## src/design/u8sd_pkg.sv

```systemverilog
// ----------------------------------------------------------------------------
// u8sd_pkg
// Types, constants and lead-byte classification for the UTF-8 stream decoder.
// ----------------------------------------------------------------------------
`default_nettype none

package u8sd_pkg;

    localparam logic [20:0] CP_REPLACEMENT = 21'h00FFFD;
    localparam logic [20:0] CP_MAX         = 21'h10FFFF;
    // code point bits 20:11 of the surrogate block
    localparam logic [9:0]  SURR_HIGH_BITS = 10'h01B;

    localparam logic [7:0]  CONT_LO     = 8'h80;
    localparam logic [7:0]  CONT_HI     = 8'hBF;
    localparam logic [7:0]  LEAD_MIN2   = 8'hC2;
    localparam logic [7:0]  LEAD_MAX2   = 8'hDF;
    localparam logic [7:0]  LEAD_E0     = 8'hE0;
    localparam logic [7:0]  LEAD_ED     = 8'hED;
    localparam logic [7:0]  LEAD_MAX3   = 8'hEF;
    localparam logic [7:0]  LEAD_F0     = 8'hF0;
    localparam logic [7:0]  LEAD_MAX4   = 8'hF3;
    localparam logic [7:0]  LEAD_F4     = 8'hF4;
    localparam logic [7:0]  E0_LO       = 8'hA0;
    localparam logic [7:0]  ED_HI       = 8'h9F;
    localparam logic [7:0]  F0_LO       = 8'h90;
    localparam logic [7:0]  F4_HI       = 8'h8F;

    localparam logic [2:0]  WIDTH_BAD   = 3'd0;
    localparam logic [2:0]  WIDTH_ONE   = 3'd1;
    localparam logic [2:0]  WIDTH_TWO   = 3'd2;
    localparam logic [2:0]  WIDTH_THREE = 3'd3;
    localparam logic [2:0]  WIDTH_FOUR  = 3'd4;

    // lead byte class: sequence width and allowed range of the second byte
    typedef struct packed {
        logic [2:0] width;
        logic [7:0] lo;
        logic [7:0] hi;
    } lead_class_t;

    // one result beat
    typedef struct packed {
        logic [2:0]  byte_width;
        logic        is_error;
        logic [20:0] code_point;
    } result_t;

    localparam result_t RESULT_ERROR = '{byte_width: WIDTH_ONE, is_error: 1'b1,
                                         code_point: CP_REPLACEMENT};

    function automatic lead_class_t classify(input logic [7:0] b);
        lead_class_t c;
        c.lo    = CONT_LO;
        c.hi    = CONT_HI;
        c.width = WIDTH_BAD;
        if (b[7] == 1'b0) begin
            c.width = WIDTH_ONE;
        end else if (b < LEAD_MIN2) begin
            c.width = WIDTH_BAD;
        end else if (b <= LEAD_MAX2) begin
            c.width = WIDTH_TWO;
        end else if (b == LEAD_E0) begin
            c.width = WIDTH_THREE;
            c.lo    = E0_LO;
        end else if (b == LEAD_ED) begin
            c.width = WIDTH_THREE;
            c.hi    = ED_HI;
        end else if (b <= LEAD_MAX3) begin
            c.width = WIDTH_THREE;
        end else if (b == LEAD_F0) begin
            c.width = WIDTH_FOUR;
            c.lo    = F0_LO;
        end else if (b <= LEAD_MAX4) begin
            c.width = WIDTH_FOUR;
        end else if (b == LEAD_F4) begin
            c.width = WIDTH_FOUR;
            c.hi    = F4_HI;
        end
        return c;
    endfunction

endpackage

`default_nettype wire

```

## src/design/utf8_stream_decoder.sv

```systemverilog
// ----------------------------------------------------------------------------
// utf8_stream_decoder
// Streaming UTF-8 decoder: one byte in per beat, scalar values or U+FFFD out.
// ----------------------------------------------------------------------------
// channel   dir  tdata                                   tlast
// s_axis    in   [7:0] byte_in                           end_of_stream
// m_axis    out  [20:0] code_point, [21] is_error,       last_of_run
//                [24:22] byte_width
//
// one byte is decoded in the cycle it is accepted; its results sit in an
// output register that drains one beat per cycle while m_tready is high
// a byte giving zero or one result sustains one byte per cycle while the output is not stalled
// a byte giving several results (up to four) holds the input until the last beat is being taken
// reset clears the pending sequence and the output register
// ----------------------------------------------------------------------------
`default_nettype none

module utf8_stream_decoder (
    input  wire logic        aclk,
    input  wire logic        aresetn,
    input  wire logic        s_tvalid,
    output logic             s_tready,
    input  wire logic [7:0]  s_tdata,   // [7:0] byte_in
    input  wire logic        s_tlast,   // end_of_stream
    output logic             m_tvalid,
    input  wire logic        m_tready,
    output logic [31:0]      m_tdata,   // [20:0] code_point, [21] is_error,
                                        // [24:22] byte_width, [31:25] zero
    output logic             m_tlast    // last_of_run
);
    import u8sd_pkg::*;

    // decoder state
    logic [7:0] lead_reg,  lead_next;
    logic [1:0] pend_reg,  pend_next;
    logic [2:0] width_reg, width_next;
    logic [7:0] tail0_reg, tail0_next;
    logic [7:0] tail1_reg, tail1_next;

    // output register: beats left and the final beat of the run
    logic [2:0] cnt_reg, cnt_next;
    result_t    last_reg;

    logic        s_acc, m_acc;
    lead_class_t cls_in, cls_lead;
    logic [7:0]  lo, hi;
    logic [20:0] cp_asm;
    logic [2:0]  nerr_a, nerr_b, n_res;
    logic        fin_vld, take_lead;
    result_t     fin, last_res, beat;

    assign s_acc = s_tvalid & s_tready;
    assign m_acc = m_tvalid & m_tready;

    // input free once the output register is empty or its last beat is being taken
    assign s_tready = (cnt_reg == 3'd0) || ((cnt_reg == 3'd1) && m_tready);

    // code point assembly from lead, tails and the closing byte
    always_comb begin
        unique case (width_reg)
            WIDTH_TWO: begin
                cp_asm = {10'd0, lead_reg[4:0], s_tdata[5:0]};
            end
            WIDTH_THREE: begin
                cp_asm = {5'd0, lead_reg[3:0], tail0_reg[5:0], s_tdata[5:0]};
            end
            default: begin
                cp_asm = {lead_reg[2:0], tail0_reg[5:0], tail1_reg[5:0], s_tdata[5:0]};
            end
        endcase
    end

    // decode one byte against the pending sequence
    always_comb begin
        cls_in     = classify(s_tdata);
        cls_lead   = classify(lead_reg);
        lo         = (pend_reg == 2'd1) ? cls_lead.lo : CONT_LO;
        hi         = (pend_reg == 2'd1) ? cls_lead.hi : CONT_HI;
        lead_next  = lead_reg;
        pend_next  = pend_reg;
        width_next = width_reg;
        tail0_next = tail0_reg;
        tail1_next = tail1_reg;
        nerr_a     = 3'd0;
        nerr_b     = 3'd0;
        fin_vld    = 1'b0;
        fin        = RESULT_ERROR;
        take_lead  = 1'b0;

        if (pend_reg == 2'd0) begin
            take_lead = 1'b1;
        end else if ((s_tdata >= lo) && (s_tdata <= hi)) begin
            if (({1'b0, pend_reg} + 3'd1) >= width_reg) begin
                fin_vld        = 1'b1;
                fin.code_point = cp_asm;
                fin.is_error   = 1'b0;
                fin.byte_width = width_reg;
                pend_next      = 2'd0;
                width_next     = WIDTH_ONE;
            end else begin
                if (pend_reg == 2'd1) begin
                    tail0_next = s_tdata;
                end else begin
                    tail1_next = s_tdata;
                end
                pend_next = pend_reg + 2'd1;
            end
        end else begin
            // bad continuation: lead and tails fail, byte retried as a lead
            nerr_a     = {1'b0, pend_reg};
            pend_next  = 2'd0;
            width_next = WIDTH_ONE;
            take_lead  = 1'b1;
        end

        // new lead
        if (take_lead) begin
            if (cls_in.width == WIDTH_ONE) begin
                fin_vld        = 1'b1;
                fin.code_point = {13'd0, s_tdata};
                fin.is_error   = 1'b0;
                fin.byte_width = WIDTH_ONE;
            end else if (cls_in.width == WIDTH_BAD) begin
                fin_vld = 1'b1;
                fin     = RESULT_ERROR;
            end else begin
                lead_next  = s_tdata;
                width_next = cls_in.width;
                pend_next  = 2'd1;
            end
        end

        // end of stream flushes a truncated sequence
        if (s_tlast && (pend_next != 2'd0)) begin
            nerr_b     = {1'b0, pend_next};
            pend_next  = 2'd0;
            width_next = WIDTH_ONE;
        end

        n_res    = nerr_a + {2'd0, fin_vld} + nerr_b;
        last_res = ((nerr_b != 3'd0) || !fin_vld) ? RESULT_ERROR : fin;
    end

    // beat count of the output register
    always_comb begin
        cnt_next = cnt_reg;
        if (m_acc) begin
            cnt_next = cnt_reg - 3'd1;
        end
        if (s_acc && (n_res != 3'd0)) begin
            cnt_next = n_res;
        end
    end

    // control state
    always_ff @(posedge aclk) begin
        if (!aresetn) begin
            lead_reg  <= 8'd0;
            pend_reg  <= 2'd0;
            width_reg <= WIDTH_ONE;
            cnt_reg   <= 3'd0;
        end else begin
            cnt_reg <= cnt_next;
            if (s_acc) begin
                lead_reg  <= lead_next;
                pend_reg  <= pend_next;
                width_reg <= width_next;
            end
        end
    end

    // payload registers
    always_ff @(posedge aclk) begin
        if (s_acc) begin
            tail0_reg <= tail0_next;
            tail1_reg <= tail1_next;
            if (n_res != 3'd0) begin
                last_reg <= last_res;
            end
        end
    end

    // all beats before the last of a run are errors
    assign beat     = (cnt_reg == 3'd1) ? last_reg : RESULT_ERROR;
    assign m_tvalid = (cnt_reg != 3'd0);
    assign m_tlast  = (cnt_reg == 3'd1);
    assign m_tdata  = {7'd0, beat};

endmodule

`default_nettype wire

```

## config.mk

```make
export PLATFORM = sky130hd
export DESIGN_NAME = utf8_stream_decoder
export DESIGN_NICKNAME = d
export VERILOG_FILES = /design/src/design/u8sd_pkg.sv /design/src/design/utf8_stream_decoder.sv
export SDC_FILE = /design/constraint.sdc
export NUM_CORES = 1
export LEC_CHECK = 0
export BUFFER_PORTS_ARGS = -buffer_cell sky130_fd_sc_hd__buf_4
export CAP_MARGIN = 20
export CORE_MARGIN = 4
export CORE_UTILIZATION = 50
export DETAILED_ROUTE_END_ITERATION = 12
export PLACE_DENSITY = 0.76
export SLEW_MARGIN = 25
export SYNTH_ARGS = -nofsm -noshare
export SYNTH_HDL_FRONTEND = slang
export SYNTH_SLANG_ARGS = --single-unit
```

## constraint.sdc

```tcl
create_clock -name aclk -period 12.6 [get_ports aclk]
set_clock_uncertainty 0.05 [all_clocks]
set_input_delay 0.63 -clock aclk [delete_from_list [all_inputs] [get_ports aclk]]
set_output_delay 0.63 -clock aclk [all_outputs]
set_load 0.1 [all_outputs]
```

== Word level (Yosys, flattened, before mapping) ==
Cells that the tools add are included.
Word-level totals
  register bits: 53
  bits of input ports: 13
  output and inout bits: 35
  logic and storage cells: 128
Cells by class
  add/subtract/negate cells: 5
  magnitude comparators: 11
  eq/ne operators: 13
  mux-type cells: 64
  bitwise gates (word level): 7
  reduce and logical (&&, ||, !) cells: 19
Operator list (number)
  2-to-1 mux 25 bit: 7
  == test 8 bit (second input constant): 8
  2-to-1 mux 3 bit: 17
  less-or-equal comparator 8 bit (second input constant): 6
  2-to-1 mux 16 bit: 3
  2-to-1 mux 6 bit: 7
  one-hot mux 21 bit (2 select lines): 1
  2-to-1 mux 8 bit: 4
  2-to-1 mux 13 bit: 2
  2-to-1 mux 2 bit: 10
  2-to-1 mux 5 bit: 4
  < comparator 8 bit (second input constant): 2
  2-to-1 mux 11 bit: 1
  AND reduction 5 bit: 2
  nonzero test 3 bit: 3
  >= comparator 8 bit: 1
  less-or-equal comparator 8 bit: 1
  2-to-1 mux 1 bit: 8
  == test 3 x 1 -> 1 bit (second input constant): 2
  == test 3 x 2 -> 1 bit (second input constant): 2
  logical NOT 3 bit: 2
  inverter 1 bit: 5
  logical AND 1 bit: 4
  AND reduction 4 bit: 1
  other kinds (13): 16

== Logic depth before layout (Yosys ltp) ==
  word-level depth: 25
  mapped depth: 19
  mapped depth without buffers: 19

== Worst setup path after synthesis ==
Ideal clock, no wire load.
  path type: register -> register
  start point: reg pend_reg[0]
  end point: reg cnt_reg[2]
  setup time: 116 ps
  arrival time: 5407 ps
  data required time: 12434 ps
  setup slack: 7027 ps
  cell stages (with the launch flop): 19
  path buffers: 0
  period minus slack after synthesis: 5573 ps
  cell sequence: dfxtp_1 ha_1 nor2b_1 nand4_1 nand2b_1 or3_1 ha_1 nor2b_1 o31a_1 o21ai_2 o311ai_0 and2_1 fa_1 inv_1 fa_1 a31oi_1 o22ai_1 a21oi_1 nor2_1
Between the ends
  cells in the longest elaborated chain, start to end: 16
  elaborated cells between the ends (all ways): 35
  those cells by class: add/sub: 4; order compare: 3; eq/ne: 1; mux: 20; reduce/logical: 7
Ends and longest elaborated chain
  from (decl): RTL line utf8_stream_decoder.sv:35  | logic [1:0] pend_reg, pend_next;
  from (signal assigned): RTL line utf8_stream_decoder.sv:166  | pend_reg <= pend_next;
  parallel branches: the longest is 12 deep, another holds >= comparator 8 bit
  adder 3 bit (*): RTL line utf8_stream_decoder.sv:140  | n_res = nerr_a + {2'd0, fin_vld} + nerr_b;
  nonzero test 3 bit: RTL line utf8_stream_decoder.sv:150  | if (s_acc && (n_res != 3'd0)) begin
  logical AND 1 bit: RTL line utf8_stream_decoder.sv:150
  2-to-1 mux 3 bit / nonzero test 2 bit (equally long branches)
  to (signal assigned): RTL line utf8_stream_decoder.sv:163  | cnt_reg <= cnt_next;
  to (decl): RTL line utf8_stream_decoder.sv:41  | logic [2:0] cnt_reg, cnt_next;
Every way passes the cells marked *.
A chain may end at the register's enable or synchronous reset.

== Final worst setup path ==
Ends and elaborated chain as after synthesis.

==> results.md <==
- Status: complete, no violations
- Tot GR Track Use: 17.4%
- Remaining DRCs: 0
- Commonest non-fill, non-tap cell in the layout: buf_4
- Most frequent cells in the layout: buf_4 (42), nand2_1 (41), edfxtp_1 (37)
- RSZ-0062 raised after global routing: no
- Initial antenna violation count: 0
- Max cap viols: 0
- Placer Congestion: 0.838
- H-tree levels: 2
- Worst min path class: reg2reg
- Area Growth Syn to Fin: 13.8%
- Crit-path max FO: 29
- Final hold vios: 0
- Min Tclk post-route: 4820 ps
- Multi-input gate area: 1470 um2
- Clock root cell: clkbuf_8
- Clk Latency, worst-skew pair: 310 ps
- Crit path DAT: 4970 ps
- Upper clock frequency limit: 0.208 GHz
- Setup TNS: 0 ps
- Post-Syn Area: 3020 um2
- Post-synth ARST share: 0%
- Cells after Synth: 307
- Pre-antenna DRT Iters: 4
- Total CTS buffers: 5
- Slowest-stage cell, CP: dfxtp_1
- Routed wire length: 5.98 mm
- Worst relative slew slack: 34.9%
- Clock Path Buffers: 2
- Final setup viols: 0
- Cell-by-cell trace of the critical path: ha_1 > nor2b_1 > nand4_1 > nand2b_1 > or3_1 > ha_1 > nor2b_1 > o31a_1 > o21ai_2 > o311ai_0 > and2_1 > fa_1 > inv_1 > fa_1 > a31oi_2 > buf_4 > o22ai_1 > a21oi_1 > nor2_1
- # nets final: 371
- Startpoint Class: flip-flop
- Initial drt markers: 177
- Routed Antenna Nets: 0
- Share of cells above drive strength 1: 17.7%
- Setup Crit Path Kind: reg2reg
- Total die area: 7360 um2
- Pin count of the biggest net entering global routing: 30
- Cts repair resizes: 0
- First-pass GRT wire length: 10.2 mm
- Routed len/inst: 14.3 um
- CP delay by family, top: adder cells
- Number of synthesized flops with an enable pin: 37
- WP buf/inv: 2
- Die height: 85.8 um
- Starting Density: 51.4%
- HPWL Detailed: 4.50 mm
- Peak supply drop: 0.188 mV
- Final Util: 58.5%
- Synth Area per Inst: 9.85 um2
- Grt total ovfl: 0
- Yosys reg bits: 53
- Site Rows: 28
- Synth unique cells: 53
- Seq/Total Area, Yosys: 47.3%
- Period utilization: 38.2%
- Vias in the first global route: 2,074
- CTS sink cnt: 53
- Final slew viol count: 0
- Number of I/O pins: 48
- Pwr/cell area: 187 nW/um2
- Clock slew at reported path FFs: 90 ps
- Hold_buf cts: 0
- DP Area: 3360 um2
- Leak: 1.33 nW
- Yosys warnings: 0
- Register Area: 1430 um2
- # Post-CTS Setup Buffers: 0
- CTS tree: done
- Die X: 85.8 um
- Via count: 2,226
- Dpl ws: 7810 ps
- Placeable Area: 5890 um2
- Worst endpoint required time: 12,750 ps
- Critical Path End Type: flip-flop
- Power Total: 645 uW
- Main synth FF type: edfxtp_1
- ANT cells: 0
- Routed vias/inst: 5.31
- # port buffers: 40
- Slew @ Worst Pin: 967 ps
- Final worst slack: 7780 ps
- CP peak stage delay: 490 ps
- Max FFs per register: 25
- Fill cells: 534
- Layout Cell Area excl Fill: 3440 um2
-- cell type report --
cell class	count	share of cell area, %
Clock inverter	2	0.400
Inverter	11	1.20
Sequential cell	53	41.6
Multi-Input combinational cell	230	42.8
Timing Repair Buffer	42	9.16
Clock buffer	6	2.11
Tap cell	75	2.73
-- layer usage --
| metal | GRT usage [%] | vias to the layer above | part of all wire, % |
|---|---|---|---|
| met5 | 0 | - | 0 |
| met4 | 5.04 | 0 | 1.4 |
| met3 | 3.94 | 8 | 8.2 |
| met2 | 26.6 | 84 | 44 |
| met1 | 24.8 | 993 | 46 |
| li1 | - | 1141 | - |
-- worst reg2reg max path: stages (launching register included) --
cell	delay, ps
dfxtp_1	490
ha_1	240
nor2b_1	150
nand4_1	120
nand2b_1	180
or3_1	320
ha_1	280
nor2b_1	130
o31a_1	240
o21ai_2	290
o311ai_0	220
and2_1	210
fa_1	380
inv_1	70
fa_1	450
a31oi_2	200
buf_4	340
o22ai_1	140
a21oi_1	150
nor2_1	60
-- where the power goes --
part	internal (mW)	switching [mW]	leakage [nW]	total, mW
logic	0.0700	0.257	0.817	0.327
clock network	0.0397	0.0550	0.0456	0.0947
registers	0.214	0.00997	0.466	0.224
total	0.323	0.322	1.33	0.645
-- metrics by stage --
stage	instances	hold WS [ps]
floorplan	313	391
global placement	411	404
detailed placement	411	410
CTS	419	433
global route	419	459
finish	419	431
-- path summary, 6_finish.rpt --
kind	slack (ps)	depth (start not counted)	endpoint	from
worst max-delay path	7780	19	cnt_reg[2]	pend_reg[0]
worst min-delay path	430	1	lead_reg[6]	lead_reg[6]
worst max register to register	7780	19	cnt_reg[2]	pend_reg[0]
worst min register to register	430	1	lead_reg[6]	lead_reg[6]
-- Yosys cell counts (2+ instances only) --
cell / number / area share (%)
buf_4: 7 / 1.7
and2_1: 13 / 2.7
nor4_1: 2 / 0.41
edfxtp_1: 37 / 37
nor3_1: 2 / 0.33
nor2_1: 16 / 2.0
mux2i_1: 11 / 3.6
and3_1: 7 / 1.4
nand4_1: 2 / 0.41
a2111o_1: 2 / 0.74
a21boi_0: 2 / 0.50
or2_2: 2 / 0.41
fa_1: 2 / 1.3
dfxtp_1: 16 / 11
nand3_1: 4 / 0.66
inv_1: 11 / 1.4
nand2b_1: 23 / 4.8
nand3b_1: 4 / 0.99
clkbuf_1: 9 / 1.1
nor3b_1: 3 / 0.74
nor2b_1: 13 / 2.7
nand2_1: 41 / 5.1
o21a_1: 4 / 0.99
ha_1: 13 / 5.4
o21ai_0: 20 / 3.3
a21oi_1: 12 / 2.0
o22ai_1: 3 / 0.62
-- cell families after synthesis --
kind of cell | after synthesis | share of synthesized area (%)
compound gates | 59 | 13.1
fa+ha+maj | 15 | 6.70
buf+inv | 30 | 4.88
flops | 53 | 47.3
mux | 11 | 3.64
other cells | 1 | 0.124
simple gates | 138 | 24.2
Note: power is estimated with default switching activity, not from simulation.
